File: src/sv/mnpl_pkg.sv
// Shared constants and types for the mono note priority list.
package mnpl_pkg;

	// Number of entries in the held-note ring.
	localparam int LIST_SIZE = 16;
	// Width of the held-note count, which must also hold LIST_SIZE itself.
	localparam int CNT_W = $clog2(LIST_SIZE + 1);
	// Width of a MIDI note number or velocity.
	localparam int NOTE_W = 7;

	// Request codes on req_type. The codes above REQ_SET_SINGLE are unused and ignored.
	typedef enum logic [2:0] {
		REQ_NOTE_ON,
		REQ_NOTE_OFF,
		REQ_CLEAR,
		REQ_KEEP_LAST,
		REQ_SET_SINGLE
	} req_t;

	// Action codes of a result transaction.
	typedef enum logic [2:0] {
		ACT_NONE,
		ACT_STACCATO,
		ACT_LEGATO_FWD,
		ACT_LEGATO_BACK,
		ACT_MONO_OFF,
		ACT_POLY_OFF
	} action_t;

	// Commands broadcast from the sequencer to every cell of the row.
	typedef struct packed {
		logic insert;   // Shift the row down one cell and load the new note at the top.
		logic tok_load; // Place the search token at the oldest held entry.
		logic tok_clr;  // Remove the search token from the row.
		logic scan;     // Move the search token up by one cell.
		logic capture;  // Mark the cell where the token found the key.
		logic mark_clr; // Drop the mark once it has reached the bottom cell.
		logic bubble;   // Swap the marked cell with the cell below it.
	} mnpl_ctrl_t;

endpackage

File: src/sv/mnpl_cell.sv
// One entry of the held-note row: note, velocity, search token and move mark.
module mnpl_cell
	import mnpl_pkg::*;
(
	input  logic              clk,
	input  logic              arst_n,
	input  mnpl_ctrl_t        ctrl,
	input  logic [NOTE_W-1:0] key,
	input  logic [NOTE_W-1:0] up_note,
	input  logic [NOTE_W-1:0] up_vel,
	input  logic [NOTE_W-1:0] dn_note,
	input  logic [NOTE_W-1:0] dn_vel,
	input  logic              tok_in,
	input  logic              tok_start,
	input  logic              mark_up,
	output logic [NOTE_W-1:0] note,
	output logic [NOTE_W-1:0] vel,
	output logic              tok,
	output logic              mark,
	output logic              hit
);

	logic [NOTE_W-1:0] note_q;
	logic [NOTE_W-1:0] vel_q;
	logic              tok_q;
	logic              mark_q;

	assign hit = tok_q && (note_q == key);

	// Entry contents: taken from the cell above on an insert, and swapped with a
	// neighbor while the marked entry travels down.
	always_ff @(posedge clk) begin
		if (ctrl.insert) begin
			note_q <= up_note;
			vel_q  <= up_vel;
		end else if (ctrl.bubble) begin
			if (mark_q) begin
				note_q <= dn_note;
				vel_q  <= dn_vel;
			end else if (mark_up) begin
				note_q <= up_note;
				vel_q  <= up_vel;
			end
		end
	end

	always_ff @(posedge clk or negedge arst_n) begin
		if (!arst_n) begin
			tok_q  <= 1'b0;
			mark_q <= 1'b0;
		end else begin
			if (ctrl.tok_load) begin
				tok_q <= tok_start;
			end else if (ctrl.tok_clr) begin
				tok_q <= 1'b0;
			end else if (ctrl.scan) begin
				tok_q <= tok_in;
			end

			if (ctrl.capture) begin
				mark_q <= hit;
			end else if (ctrl.mark_clr) begin
				mark_q <= 1'b0;
			end else if (ctrl.bubble) begin
				mark_q <= mark_up;
			end
		end
	end

	assign note = note_q;
	assign vel  = vel_q;
	assign tok  = tok_q;
	assign mark = mark_q;

endmodule

File: src/sv/mono_note_priority_list.sv
// Top level of the last-note-priority held-note list for one monophonic channel.
//
// The held notes live in a row of LIST_SIZE cells kept in ring order, with the
// newest note always in the top cell and the oldest held note in cell LIST_SIZE
// minus the count, counted from the bottom cell. A note on, a set-single-note, a
// clear, a keep-last or an unused request code is handled in the cycle of its
// transaction, and its result then waits in the emit state. A note off sends a search
// token up from the oldest held cell, one cell per cycle, until it meets the key or
// leaves the newest cell without a match (a poly off); a matching entry is then
// swapped down one cell per cycle to the bottom of the row, which closes the gap
// among the held notes. A note off on an empty list needs no walk. One request
// is worked on at a time; the next request transaction is taken as soon as the
// previous result has been handed to the output register, even while that
// result still waits for out_ready. Every request yields exactly one result
// transaction.
module mono_note_priority_list
	import mnpl_pkg::*;
(
	input  logic        clk,
	input  logic        arst_n,
	input  logic        in_valid,
	output logic        in_ready,
	input  logic [2:0]  req_type,
	input  logic [6:0]  key,
	input  logic [6:0]  velocity,
	output logic        out_valid,
	input  logic        out_ready,
	output logic [2:0]  action,
	output logic [6:0]  from_note,
	output logic [6:0]  to_note,
	output logic [6:0]  to_velocity,
	output logic        legato,
	output logic [4:0]  note_count,
	output logic        overflow
);

	typedef enum logic [1:0] {
		ST_IDLE,
		ST_SCAN,
		ST_BUBBLE,
		ST_EMIT
	} state_t;

	state_t            state_q;
	logic [CNT_W-1:0]  cnt_q;
	logic              legato_q;
	logic [NOTE_W-1:0] key_q;
	logic              top_hit_q;

	// Result waiting to move into the output register.
	logic [2:0]        res_action_q;
	logic [NOTE_W-1:0] res_from_q;
	logic [NOTE_W-1:0] res_to_q;
	logic [NOTE_W-1:0] res_vel_q;
	logic              res_ovf_q;

	// Output register.
	logic              out_valid_q;
	logic [2:0]        action_q;
	logic [NOTE_W-1:0] from_note_q;
	logic [NOTE_W-1:0] to_note_q;
	logic [NOTE_W-1:0] to_velocity_q;
	logic              legato_out_q;
	logic [4:0]        note_count_q;
	logic              overflow_q;

	mnpl_ctrl_t ctrl;

	logic [NOTE_W-1:0]    note_vec  [LIST_SIZE];
	logic [NOTE_W-1:0]    vel_vec   [LIST_SIZE];
	logic [NOTE_W-1:0]    up_note   [LIST_SIZE];
	logic [NOTE_W-1:0]    up_vel    [LIST_SIZE];
	logic [NOTE_W-1:0]    dn_note   [LIST_SIZE];
	logic [NOTE_W-1:0]    dn_vel    [LIST_SIZE];
	logic [LIST_SIZE-1:0] tok_vec;
	logic [LIST_SIZE-1:0] tok_in;
	logic [LIST_SIZE-1:0] tok_start;
	logic [LIST_SIZE-1:0] mark_vec;
	logic [LIST_SIZE-1:0] mark_up;
	logic [LIST_SIZE-1:0] hit_vec;

	logic              in_fire;
	logic              emit_fire;
	logic              any_hit;
	logic              cnt_empty;
	logic              cnt_full;
	logic [CNT_W-1:0]  cnt_dec;
	logic [NOTE_W-1:0] top_note;
	logic [NOTE_W-1:0] top_vel;

	// Result and next state for a request taken in the idle state.
	logic [2:0]        idle_action;
	logic [NOTE_W-1:0] idle_from;
	logic [NOTE_W-1:0] idle_to;
	logic [NOTE_W-1:0] idle_vel;
	logic              idle_ovf;
	state_t            idle_next;

	assign in_ready  = (state_q == ST_IDLE);
	assign in_fire   = in_valid && in_ready;
	assign emit_fire = (state_q == ST_EMIT) && (!out_valid_q || out_ready);
	assign any_hit   = |hit_vec;
	assign cnt_empty = (cnt_q == '0);
	assign cnt_full  = (cnt_q == CNT_W'(LIST_SIZE));
	assign cnt_dec   = cnt_q - CNT_W'(1);
	assign top_note  = note_vec[LIST_SIZE-1];
	assign top_vel   = vel_vec[LIST_SIZE-1];

	// The row of cells. The top cell takes the incoming note on an insert; the
	// bottom cell has nothing below it.
	for (genvar k = 0; k < LIST_SIZE; k++) begin : g_cell
		if (k == LIST_SIZE - 1) begin : g_top
			assign up_note[k] = key;
			assign up_vel[k]  = velocity;
			assign mark_up[k] = 1'b0;
		end else begin : g_upper
			assign up_note[k] = note_vec[k+1];
			assign up_vel[k]  = vel_vec[k+1];
			assign mark_up[k] = mark_vec[k+1];
		end

		if (k == 0) begin : g_bottom
			assign dn_note[k] = '0;
			assign dn_vel[k]  = '0;
			assign tok_in[k]  = 1'b0;
		end else begin : g_lower
			assign dn_note[k] = note_vec[k-1];
			assign dn_vel[k]  = vel_vec[k-1];
			assign tok_in[k]  = tok_vec[k-1];
		end

		// The oldest held note sits at LIST_SIZE minus the count.
		assign tok_start[k] = (cnt_q == CNT_W'(LIST_SIZE - k));

		mnpl_cell u_cell (
			.clk       (clk),
			.arst_n    (arst_n),
			.ctrl      (ctrl),
			.key       (key_q),
			.up_note   (up_note[k]),
			.up_vel    (up_vel[k]),
			.dn_note   (dn_note[k]),
			.dn_vel    (dn_vel[k]),
			.tok_in    (tok_in[k]),
			.tok_start (tok_start[k]),
			.mark_up   (mark_up[k]),
			.note      (note_vec[k]),
			.vel       (vel_vec[k]),
			.tok       (tok_vec[k]),
			.mark      (mark_vec[k]),
			.hit       (hit_vec[k])
		);
	end

	// Commands to the row.
	always_comb begin
		ctrl = '0;
		case (state_q)
			ST_IDLE: begin
				if (in_fire) begin
					case (req_type)
						REQ_NOTE_ON, REQ_SET_SINGLE: ctrl.insert = 1'b1;
						REQ_NOTE_OFF: ctrl.tok_load = !cnt_empty;
						default: ;
					endcase
				end
			end
			ST_SCAN: begin
				if (any_hit) begin
					ctrl.capture = 1'b1;
					ctrl.tok_clr = 1'b1;
				end else if (tok_vec[LIST_SIZE-1]) begin
					ctrl.tok_clr = 1'b1;
				end else begin
					ctrl.scan = 1'b1;
				end
			end
			ST_BUBBLE: begin
				if (mark_vec[0]) begin
					ctrl.mark_clr = 1'b1;
				end else begin
					ctrl.bubble = 1'b1;
				end
			end
			default: ;
		endcase
	end

	// A note on answers at once; a note off on an empty list finds nothing, and
	// on a non-empty list it starts the search. Everything else answers with no action.
	always_comb begin
		idle_action = ACT_NONE;
		idle_from   = '0;
		idle_to     = '0;
		idle_vel    = '0;
		idle_ovf    = 1'b0;
		idle_next   = ST_EMIT;
		case (req_type)
			REQ_NOTE_ON: begin
				idle_action = cnt_empty ? ACT_STACCATO : ACT_LEGATO_FWD;
				idle_from   = cnt_empty ? '0 : top_note;
				idle_to     = key;
				idle_vel    = velocity;
				idle_ovf    = cnt_full;
			end
			REQ_NOTE_OFF: begin
				if (cnt_empty) begin
					idle_action = ACT_POLY_OFF;
					idle_to     = key;
				end else begin
					idle_next = ST_SCAN;
				end
			end
			default: ;
		endcase
	end

	// Sequencer, list bookkeeping and output register.
	always_ff @(posedge clk or negedge arst_n) begin
		if (!arst_n) begin
			state_q      <= ST_IDLE;
			cnt_q        <= '0;
			legato_q     <= 1'b0;
			out_valid_q  <= 1'b0;
		end else begin
			if (emit_fire) begin
				out_valid_q <= 1'b1;
			end else if (out_valid_q && out_ready) begin
				out_valid_q <= 1'b0;
			end

			case (state_q)
				ST_IDLE: begin
					if (in_fire) begin
						res_action_q <= idle_action;
						res_from_q   <= idle_from;
						res_to_q     <= idle_to;
						res_vel_q    <= idle_vel;
						res_ovf_q    <= idle_ovf;
						key_q        <= key;
						state_q      <= idle_next;
						case (req_type)
							REQ_NOTE_ON: begin
								legato_q <= !cnt_empty;
								if (!cnt_full) begin
									cnt_q <= cnt_q + CNT_W'(1);
								end
							end
							REQ_CLEAR: begin
								cnt_q    <= '0;
								legato_q <= 1'b0;
							end
							REQ_KEEP_LAST: begin
								if (!cnt_empty) begin
									cnt_q <= CNT_W'(1);
								end
							end
							REQ_SET_SINGLE: begin
								legato_q <= !cnt_empty;
								cnt_q    <= CNT_W'(1);
							end
							default: ;
						endcase
					end
				end
				ST_SCAN: begin
					if (any_hit) begin
						top_hit_q <= hit_vec[LIST_SIZE-1];
						state_q   <= ST_BUBBLE;
					end else if (tok_vec[LIST_SIZE-1]) begin
						// The token left the newest entry without a match.
						res_action_q <= ACT_POLY_OFF;
						res_to_q     <= key_q;
						state_q      <= ST_EMIT;
					end
				end
				ST_BUBBLE: begin
					if (mark_vec[0]) begin
						cnt_q    <= cnt_dec;
						legato_q <= (cnt_dec != '0);
						if (cnt_dec == '0) begin
							res_action_q <= ACT_MONO_OFF;
							res_to_q     <= key_q;
						end else if (top_hit_q) begin
							// The newest note was released: fall back to the one
							// that now sits in the top cell.
							res_action_q <= ACT_LEGATO_BACK;
							res_from_q   <= key_q;
							res_to_q     <= top_note;
							res_vel_q    <= top_vel;
						end
						state_q <= ST_EMIT;
					end
				end
				ST_EMIT: begin
					if (emit_fire) begin
						action_q      <= res_action_q;
						from_note_q   <= res_from_q;
						to_note_q     <= res_to_q;
						to_velocity_q <= res_vel_q;
						legato_out_q  <= legato_q;
						note_count_q  <= 5'(cnt_q);
						overflow_q    <= res_ovf_q;
						state_q       <= ST_IDLE;
					end
				end
				default: state_q <= ST_IDLE;
			endcase
		end
	end

	assign out_valid   = out_valid_q;
	assign action      = action_q;
	assign from_note   = from_note_q;
	assign to_note     = to_note_q;
	assign to_velocity = to_velocity_q;
	assign legato      = legato_out_q;
	assign note_count  = note_count_q;
	assign overflow    = overflow_q;

endmodule
File: config.mk
export PLATFORM = sky130hd
export DESIGN_NAME = mono_note_priority_list
export DESIGN_NICKNAME = d
export VERILOG_FILES = /design/src/sv/mnpl_pkg.sv /design/src/sv/mnpl_cell.sv /design/src/sv/mono_note_priority_list.sv
export SDC_FILE = /design/constraint.sdc
export NUM_CORES = 1
export LEC_CHECK = 0
export ABC_CLOCK_PERIOD_IN_PS = 8000
export BUFFER_PORTS_ARGS = -buffer_cell sky130_fd_sc_hd__clkbuf_2
export CORE_ASPECT_RATIO = 0.8
export CORE_MARGIN = 4
export CORE_UTILIZATION = 46
export CTS_CLUSTER_SIZE = 30
export DETAILED_ROUTE_END_ITERATION = 7
export PLACE_DENSITY_LB_ADDON = 0.25
export REMOVE_ABC_BUFFERS = 1
export SYNTH_ARGS = -nofsm -noshare
export SYNTH_HDL_FRONTEND = slang
export SYNTH_SLANG_ARGS = --single-unit
File: constraint.sdc
create_clock -name clk -period 8 [get_ports clk]
set_input_delay 0.4 -clock clk [delete_from_list [all_inputs] [get_ports clk]]
set_output_delay 0.4 -clock clk [all_outputs]
set_load 0.03 [all_outputs]
==> flow_metrics.tcl <==
set metrics [dict create \
    outcome "complete, no violations" \
    std_cell_rows 60 \
    clock-sinks 329 \
    synth-edff-count 288 \
    synth_top_family_by_area "multiplexers" \
    ir_worst_vdd_v 0.000173 \
    yosysWarningCount 0 \
    clock_path_buffers 3 \
    post_drt_wl_per_cell_um 22.4 \
    hold_class "input port to flip-flop" \
    synth_compound_area_frac 0.0495 \
    synth.largest_area_cell "edfxtp_1" \
    finalWeightedCongestion 0.834 \
    powerDensity_nw_per_um2 275 \
    fin_skew_ns 0.0216 \
    worstMarginPinSlew_ns 1.09 \
    synth_xor_area_frac 0.0632 \
    rrSetupSlack_ns 4.47 \
    synth_common_cells "edfxtp_1 (288), mux2_2 (219), xnor2_1 (113), nand2_1 (54)" \
    die_w_um 214 \
    drtIter0Drc 882 \
    final_cell_count_no_fill 1571 \
    die_h_um 173 \
    critical_path_required_ns 8.21 \
    final.setup.tns_ns 0 \
    place_ws_ns 4.49 \
    rsz0062_at_grt "no" \
    grt_start_max_net_pins 47 \
    cts-root-buf "clkbuf_16" \
    routed_wl_um 35200 \
    yosysMostFrequentCell "edfxtp_1" \
    placed_cells 1510 \
    drive_above_1_share 0.304 \
    grt_usage 0.186 \
    start_util 0.466 \
    core_um2 33600 \
    async_flop_share 0.125 \
    path_cells "xnor2_1, nand4_1, nor2_1, or4_1, nor2_4, a21boi_4, a211oi_1, buf_4" \
    syn_inst 1073 \
    route.antenna.remaining_nets 0 \
    antenna_found_initial 0 \
    numCtsBuffers 34 \
    ys_seq_area_frac 0.618 \
    dpl.hpwl_um 24700 \
    synth-seq-cells 329 \
    fin_ws_ns 4.47 \
    synthAdderAreaFrac 0.00800 \
    area_growth_pct 10.7 \
    clock_latency_ns 0.52 \
    cpPeakStageDelay_ns 1.06 \
    finalSetupViolCount 0 \
    grt_pass1_wl_um 55300 \
    total_power_w 0.00476 \
    antenna_cells 0 \
    slew_violations 0 \
    avgViaCountPerCell 5.75 \
    path_max_fanout 18 \
    cap_violations 0 \
    route.detailed.drc 0 \
    synth.area.top_cells "edfxtp_1 (55%), mux2_2 (16%), dfrtp_1 (6.6%), xnor2_1 (6.3%), nand4_1 (1.8%)" \
    p_leak_nw 5.99 \
    period_needed_ns 3.53 \
    timing.fmax_ghz 0.283 \
    crit_slowest_cell "edfxtp_1" \
    io_pins 54 \
    min_period_over_period 0.441 \
    crit_path_end_kind "flip-flop" \
    cts_tree "yes" \
    relSlewSlack 0.272 \
    muxShareOfSynthArea 0.166 \
    finalHoldViolCount 0 \
    grt_pass1_vias 9208 \
    post_cts_buffers 0 \
    numPortBuffers 53 \
    syn_avg_cell_area_um2 14.6 \
    synth_flop_cell "edfxtp_1" \
    synth_top_cell_area_share 0.553 \
    yosys.area_share.simple 0.0695 \
    nNetsFinal 1144 \
    drt_pass1_iterations 8 \
    dieArea_um2 37100 \
    htree_levels 2 \
    worstPathArrival_ns 3.74 \
    path_clk_slew_ns 0.06 \
    syn_area_um2 15600 \
    grt_overflow 0 \
    synthDistinctLibCells 52 \
    cp-start-kind "flip-flop" \
    routed-via-count 9032 \
    worstSetupPathType "flip-flop to flip-flop" \
]
## critical path, delay by kind of cell, from the launching register on
kind / cells / cell delay [ns]
AO/OA/AOI/OAI: 2 / 0.59
XOR/XNOR: 1 / 0.23
buffers and inverters: 1 / 0.24
flip-flops: 1 / 1.06
AND/OR/NAND/NOR: 4 / 1.10
## sequential cells by signal (all words and copies together), names as in the netlist
register,count
g_cell.u_cell.tok,16
to_velocity,7
g_cell.u_cell.vel,112
top_hit_q,1
overflow,1
legato_q,1
note_count,5
from_note,7
legato,1
res_vel_q,7
g_cell.u_cell.mark,16
out_valid,1
action,3
g_cell.u_cell.note,112
key_q,7
res_ovf_q,1
res_from_q,7
state_q,2
to_note,7
res_action_q,3
res_to_q,7
cnt_q,5
## metrics by stage
stage	hold slack [ns]	util	area, µm²
finish	0.111	0.516	17300
detailed placement	0.405	0.482	16200
global route	0.0904	0.516	17300
floorplan	0.104	-	15300
CTS	0.0875	0.516	17300
global placement	0.402	0.482	16200
## worst paths after layout
check | depth (start not counted) | to | startpoint
hold reg to reg | 0 | to_velocity[1]$_DFFE_PP_ | res_vel_q[1]$_DFFE_PP_
min in group asynchronous | 3 | cnt_q[1]$_DFFE_PN0P_ | arst_n
hold / removal | 1 | key_q[5]$_DFFE_PP_ | key[5]
max in group asynchronous | 3 | g_cell[13].u_cell.mark$_DFFE_PN0P_ | arst_n
setup / recovery | 8 | res_action_q[0]$_DFFE_PP_ | key_q[6]$_DFFE_PP_
setup reg to reg | 8 | res_action_q[0]$_DFFE_PP_ | key_q[6]$_DFFE_PP_
## layer usage
layer	vias up	global-route usage	routed length [µm]
met3	34	0.0374	2030
met1	4621	0.298	18000
met4	0	0.0316	359
li1	4120	-	-
met5	-	0	0
met2	257	0.264	14800
## cell type report
| type | instances | area, µm² |
|---|---|---|
| inverter | 14 | 52.6 |
| clock buffer | 46 | 958 |
| multi-input combinational | 673 | 5580 |
| fill | 2822 | 16200 |
| clock inverter | 14 | 188 |
| tap | 434 | 543 |
| timing repair buffer | 61 | 328 |
| sequential | 329 | 9670 |
## layout by cell type, fill, tap and decap left out, types with 3 or more instances in the layout
cell type    n
and3_1       9
clkinv_2     4
nor2_1      45
nor3b_1      4
dfrtp_1     41
nand3_1      7
nor2b_1      7
edfxtp_1   288
nand2_1     54
mux2_4       8
bufinv_16    4
clkinv_1     4
a31oi_1     17
ha_1        10
nor4_1       3
mux2_2     219
xnor2_1    113
a221o_1      7
nand4_1     45
and2_1      24
buf_4        7
clkbuf_1     8
o21ai_0     29
clkbuf_16   36
a22o_1      26
a22oi_1      3
a21oi_1      9
inv_1       13
o31ai_1      4
clkbuf_2    53
## repair_timing
item / in CTS / in global routing
hold buffers: 1 / 0
gates resized for setup: 0 / 0
endpoints found under the hold margin: 41 / 0
## cells by family (layout without fill, tap and decap cells)
kind of cell               after synthesis  after routing
DFF                                    329            329
and+or+nand+nor                        212            212
AOI/OAI and AO/OA                      110            110
buffers and inverters                   71            135
xor gates and xnor gates               113            113
adders and majority gates               10             10
muxes                                  228            228
## power by group
group	internal [W]	switching, W
clock	0.000975	0.000656
sequential	0.00210	0.000164
combinational	0.000316	0.000549
No activity file was read; power rests on OpenSTA's default activity.
